[src/sv/crw_pkg.sv]
// ----------------------------------------------------------------------------
// crw_pkg
// Shared types and codes for the code range width table.
// ----------------------------------------------------------------------------
package crw_pkg;

	localparam int TABLE_DEPTH_DEF   = 256;
	localparam logic [15:0] DEFAULT_WIDTH_RST = 16'd1000;
	localparam int IN_DATA_W  = 112;
	localparam int OUT_DATA_W = 24;

	typedef enum logic [1:0] {
		OP_ADD    = 2'd0,
		OP_LOOKUP = 2'd1,
		OP_CLEAR  = 2'd2
	} op_t;

	typedef enum logic [1:0] {
		ST_OK        = 2'd0,
		ST_MALFORMED = 2'd1,
		ST_FULL      = 2'd2
	} status_t;

	typedef struct packed {
		logic [31:0] first;
		logic [31:0] last;
		logic [15:0] width;
	} entry_t;

	typedef struct packed {
		status_t     status;
		logic [15:0] width;
	} res_t;

endpackage

[src/sv/crw_out_reg.sv]
// ----------------------------------------------------------------------------
// crw_out_reg
// Result register between the lookup engine and the master stream side.
// ----------------------------------------------------------------------------
module crw_out_reg (
	input  logic                           clk,
	input  logic                           arst_n,
	input  logic                           res_valid,
	output logic                           res_ready,
	input  crw_pkg::res_t                  res,
	output logic                           m_tvalid,
	input  logic                           m_tready,
	output logic [crw_pkg::OUT_DATA_W-1:0] m_tdata  // status[1:0], width_out[17:2]
);
	import crw_pkg::*;

	logic full_q;
	res_t data_q;

	assign res_ready = !full_q || m_tready;
	assign m_tvalid  = full_q;
	assign m_tdata   = {6'd0, data_q.width, data_q.status};

	always_ff @(posedge clk or negedge arst_n) begin
		if (!arst_n) begin
			full_q <= 1'b0;
		end else if (res_ready) begin
			full_q <= res_valid;
		end
	end

	always_ff @(posedge clk) begin
		if (res_valid && res_ready) begin
			data_q <= res;
		end
	end

endmodule
[config.mk]
export PLATFORM = sky130hd
export DESIGN_NAME = crw_out_reg
export DESIGN_NICKNAME = d
export VERILOG_FILES = /design/src/sv/crw_pkg.sv /design/src/sv/crw_out_reg.sv
export SDC_FILE = /design/constraint.sdc
export NUM_CORES = 1
export LEC_CHECK = 0
export BUFFER_PORTS_ARGS = -buffer_cell sky130_fd_sc_hd__buf_2
export CAP_MARGIN = 20
export CORE_MARGIN = 2
export CORE_UTILIZATION = 37
export CTS_CLUSTER_SIZE = 20
export DETAILED_ROUTE_END_ITERATION = 6
export GPL_ROUTABILITY_DRIVEN = 0
export GPL_TIMING_DRIVEN = 0
export PLACE_DENSITY = 0.75
export SYNTH_ARGS = -nofsm -noshare
export SYNTH_HDL_FRONTEND = slang
export SYNTH_SLANG_ARGS = --single-unit
export TNS_END_PERCENT = 5
[constraint.sdc]
create_clock -name clk -period 1.35 [get_ports clk]
set_input_delay 0.135 -clock clk [delete_from_list [all_inputs] [get_ports clk]]
set_output_delay 0.135 -clock clk [all_outputs]
set_load 0.01 [all_outputs]
==> impl_metrics.yaml, run 1 <==
die:
  rows: 15
  die_h_um: 45.7
  dieArea_sq_um: 2090
  die-width_um: 45.7
  ioPinCount: 48
  coreArea_sq_um: 1670
  initial_core_util: 0.385
job:
  cap_violations: 0
sta:
  finalSetupTns_ns: 0
  whs_ns: 0.0189
  hold_viol_final: 0
  slew_viol_final: 0
  period_share: 0.807
  finalClockSkew_ns: 0.00740
  rsz0062_at_grt: "no"
  setup_viol: 0
  fmax_ghz: 0.918
  fin_ws_ns: 0.261
  period_minus_slack_ns: 1.09
critical_path:
  rr_worst_depth: 2
  crit_cells: 2
  worstPathCellList: "nand2b_4 -> and2_4"
  path_buf_inv: 0
  crit_fanout: 18
  start_kind: "flip-flop"
  crit_required_ns: 1.32
  criticalPathCategory: "reg2reg"
  end_kind: "flip-flop"
  cp_slowest_cell: "dfrtp_1"
  critPathTopFamily: "flip-flops"
  max_stage_delay_ns: 0.42
  cp.arrival_ns: 1.06
synthesis:
  netlist_area_sq_um: 643
  ys_seq_area_frac: 0.879
  synthCells: 29
  yosysWarnings: 0
  syn_avg_cell_area_sq_um: 22.2
  synthDistinctLibCells: 7
  synth-seq-cells: 19
cells_and_area:
  synthToLayoutAreaGrowth_pct: 43.8
  layout-drive-gt1-share: 0.650
  antenna_cells: 0
  multiInputGateArea_sq_um: 51.3
  stdcell_area_sq_um: 925
  fillers: 145
  nets: 103
  ff_latch_area_sq_um: 566
power_and_ir_drop:
  p_total_mw: 1.08
  vdd_drop_max_mv: 0.574
  p_per_area_nw_per_um2: 1160
  leakagePower_nw: 0.430
placement:
  place_area_sq_um: 888
  dp_slack_ns: 0.256
  port_buffers: 41
  hpwlAfterDp_um: 787
cts:
  cts-root-buf: "clkbuf_4"
  cts_resized: 0
  cts_sinks: 19
  cts_tree: "built"
  cts_htree_levels: 1
  clk_pin_slew_ns: 0.10
  clk_latency_ns: 0.28
  cts_setup_buffers: 0
  numCtsBuffers: 3
  clk_path_buf_depth: 2
grt:
  antenna_found_initial: 0
  grt-ovfl-total: 0
  grt_max_degree: 19
  grt_use_total: 0.0950
  grt_pass1_wl_um: 1310
  first_global_vias: 342
outcome:
  status: "finished, final reports clean"
drt:
  drt_pass1_iterations: 2
  viasPerCell: 4.00
  route.detailed.drc: 0
  initialDrtViolationCount: 1
  vias: 388
  wirelength_um: 964
  avgRoutedWirePerCell_um: 9.94
  drtAntennaViolNets: 0
worst_hold_path:
  hold_class: "in2reg"
  min_path_cells: 1
## state kept, by name, summed over array words and instances (netlist names)
| register | cells |
|---|---|
| m_tdata | 18 |
| m_tvalid | 1 |
## layout make-up
class / instances / area share
sequential: 19 / 0.612
timing repair buffer: 42 / 0.233
multi-input combinational: 9 / 0.0555
buffer: 6 / 0.0487
clock buffer: 4 / 0.0284
tap: 17 / 0.0230
## cells by family (layout without fill, tap and decap cells)
kind of cell	Yosys count	after routing	share of synthesized area
flip-flops	19	19	0.879
buffers and inverters	6	52	0.0700
AND/OR/NAND/NOR	3	3	0.0448
other	1	6	0.00583
## where the power goes
| group | total (mW) | switching, mW | internal (mW) | leakage (nW) |
|---|---|---|---|---|
| sequential | 0.691 | 0.00775 | 0.683 | 0.182 |
| combinational | 0.121 | 0.0592 | 0.0613 | 0.233 |
| clock | 0.265 | 0.151 | 0.114 | 0.0150 |
## through the flow
step,instances,util
floorplan,34,-
global placement,92,0.532
detailed placement,92,0.532
CTS,97,0.554
global route,97,0.554
finish,97,0.554
## Yosys cell counts
master,number,area (sq um)
edfxtp_1,18,541
buf_4,6,45.0
and2_4,1,8.76
conb_1,1,3.75
dfrtp_1,1,25.0
nand2b_1,1,6.26
nand2b_4,1,13.8
## routing by layer
layer / track usage / vias up / routed length, um
met1: 0.0914 / 176 / 331
met2: 0.163 / 18 / 584
li1: - / 194 / -
met3: 0.0357 / 0 / 48
met5: 0 / - / 0
met4: 0.0686 / 0 / 0
## placed cells by master (no fill, tap or decap)
cell type,synthesis,routed
edfxtp_1,18,18
buf_2,0,41
dfrtp_1,1,1
nand2b_4,1,1
and2_4,1,1
dlygate4sd3_1,0,1
conb_1,1,6
buf_4,6,6
clkbuf_1,0,1
clkbuf_4,0,3
nand2b_1,1,1
## worst reg2reg max path, cell delays in order (launching register included)
cell      delay [ns]
dfrtp_1         0.42
nand2b_4        0.08
and2_4          0.28
## path summary, 6_finish.rpt
| path | from | end | slack (ns) |
|---|---|---|---|
| hold / removal | res[13] | m_tdata[15] | 0.02 |
| setup reg to reg | m_tvalid | m_tdata[13] | 0.26 |
| hold reg to reg | m_tvalid | m_tvalid | 0.56 |
| min in group asynchronous | arst_n | m_tvalid | 0.15 |
| setup / recovery | m_tvalid | m_tdata[13] | 0.26 |
| max in group asynchronous | arst_n | m_tvalid | 1.12 |
## repair_timing
item                                    4_1_cts  5_1_grt
hold buffers                                  1        0
endpoints found under the hold margin         1        0
endpoints found under the setup margin        0        0
No activity file was read; power rests on OpenSTA's default activity.
==> run 2: changes to the inputs <==
ABC_AREA = 1   (was default)
clock period = 1.14 ns   (was 1.35 ns; I/O delays follow)
==> impl_metrics.yaml, run 2 <==
synthesis:
  netlist_area_sq_um: 634
  synthDominantCellAreaShare: 0.852
  synth-edff-count: 18
  synth_common_cells: "edfxtp_1, buf_4, inv_1, nand2_1"
  yosysWarnings: 0
  synth.most_common_cell: "edfxtp_1"
  synthDistinctLibCells: 7
  synth_ff_type: "edfxtp_1"
  syn_avg_cell_area_sq_um: 20.5
  synth.area.top_cells: "edfxtp_1, buf_4, dfrtp_1, inv_1, nand2_1"
  synth-seq-cells: 19
  ys_seq_area_frac: 0.892
  synthArstFlopShare: 0.0526
  synthCells: 31
  yosys.area.top_type: "edfxtp_1"
cells_and_area:
  final_cell_mix: "buf_2, dlygate4sd3_1, edfxtp_1"
  finish.utilization: 0.716
  nets: 123
  fin_cells: 116
  layout-drive-gt1-share: 0.520
  largest_register_ffs: 18
  stdcell_area_sq_um: 1120
  antenna_cells: 0
  fillers: 109
  multiInputGateArea_sq_um: 46.3
  final_common_cell: "buf_2"
  ff_latch_area_sq_um: 566
  synthToLayoutAreaGrowth_pct: 75.9
grt:
  grt_max_degree: 19
  grt_pass1_wl_um: 1700
  grt-ovfl-total: 0
  antenna_found_initial: 0
  first_global_vias: 420
  grt_use_total: 0.120
drt:
  avgRoutedWirePerCell_um: 10.8
  initialDrtViolationCount: 16
  route.detailed.drc: 0
  viasPerCell: 4.08
  wirelength_um: 1250
  drtAntennaViolNets: 0
  vias: 473
  drt_pass1_iterations: 4
die:
  ioPinCount: 48
  dieArea_sq_um: 2060
  coreArea_sq_um: 1560
  die-width_um: 45.4
  die_h_um: 45.4
  rows: 14
  initial_core_util: 0.407
sta:
  finalClockSkew_ns: 0.00564
  period_minus_slack_ns: 1.06
  setup_viol: 0
  finalSetupTns_ns: 0
  hold_viol_final: 0
  slew_viol_final: 0
  period_share: 0.929
  rsz0062_at_grt: "no"
  fmax_ghz: 0.944
  fin_ws_ns: 0.0807
placement:
  dp_slack_ns: -0.140
  port_buffers: 41
  numPlacedInstances: 93
  place_area_sq_um: 890
critical_path:
  crit_required_ns: 1.14
  cp_slowest_cell: "dfrtp_1"
  end_kind: "flip-flop"
  crit_fanout: 18
  criticalPathCategory: "reg2reg"
  path_buf_inv: 1
  start_kind: "flip-flop"
  cp.arrival_ns: 1.06
  worstPathCellList: "a21oi_4 -> buf_12"
  max_stage_delay_ns: 0.43
  critPathTopFamily: "flip-flops"
cts:
  cts_tree: "built"
  cts_htree_levels: 1
  cts-root-buf: "clkbuf_4"
  clk_latency_ns: 0.28
  clk_path_buf_depth: 2
  cts_resized: 0
  clk_pin_slew_ns: 0.09
  cts_sinks: 19
  numCtsBuffers: 3
power_and_ir_drop:
  p_per_area_nw_per_um2: 1190
  p_switching_mw: 0.268
  internal_power_mw: 1.06
  p_comb_frac: 0.150
  vdd_drop_max_mv: 0.689
  switching_share: 0.202
  p_clk_frac: 0.233
  leakagePower_nw: 0.513
  pwr-share-seq: 0.617
outcome:
  status: "finished, final reports clean"
worst_hold_path:
  hold_class: "in2reg"
job:
  cap_violations: 0
==> run 2: path summary, 6_finish.rpt <==
path                           from           to  slack [ns]  cells past startpoint
min in group asynchronous    arst_n     m_tvalid        0.14                      2
hold / removal               res[2]   m_tdata[4]        0.02                      1
hold reg to reg            m_tvalid     m_tvalid        0.59                      2
setup reg to reg           m_tvalid  m_tdata[14]        0.08                      2
max in group asynchronous    arst_n     m_tvalid        0.92                      2
setup / recovery           m_tvalid  m_tdata[14]        0.08                      2
==> run 2: cell families (layout without fill, tap and decap cells) <==
| logic type | Yosys count | in the layout | share of synthesized area |
|---|---|---|---|
| buffers and inverters | 8 | 72 | 0.0828 |
| AND/OR/NAND/NOR | 2 | 2 | 0.0118 |
| AO/OA/AOI/OAI | 1 | 1 | 0.00788 |
| other | 1 | 6 | 0.00591 |
| flip-flops | 19 | 19 | 0.892 |
==> run 2: per-stage QoR <==
stage               total power [mW]  hold slack, ns
floorplan                      0.903          -0.182
global placement               0.972          -0.111
detailed placement             0.976          -0.111
CTS                             1.33        0.000650
global route                    1.39         0.00296
finish                          1.33          0.0212
==> run 2: layer usage <==
layer	GRT usage	vias up	part of all wire
met5	0	-	0
met4	0.0706	0	0.010
met3	0.0357	2	0.12
met2	0.206	31	0.53
met1	0.130	203	0.33
li1	-	237	-
==> run 2: final cells by class <==
cell class                 count  area share
buffer                         6      0.0404
clock buffer                   4      0.0235
inverter                       2     0.00673
multi-input combinational      9      0.0415
sequential                    19       0.507
tap                           16      0.0179
timing repair buffer          60       0.363
==> run 2: power by group through the flow <==
stage                     clock network, mW  registers, mW  logic [mW]
after floorplan                           0          0.858      0.0458
after global placement                    0          0.834       0.139
after detailed placement                  0          0.835       0.142
after CTS                             0.326          0.819       0.190
after global routing                  0.348          0.823       0.218
final                                 0.309          0.820       0.199
==> run 2: what timing repair did <==
item                       in CTS  in global routing
hold endpoints to repair       14                  4
setup endpoints to repair      18                  0
hold buffers                   14                  4
setup buffers                   1                  0
==> run 2: worst register-to-register path, cell delays in order (launching register included) <==
cell	delay, ns
dfrtp_1	0.43
a21oi_4	0.18
buf_12	0.17
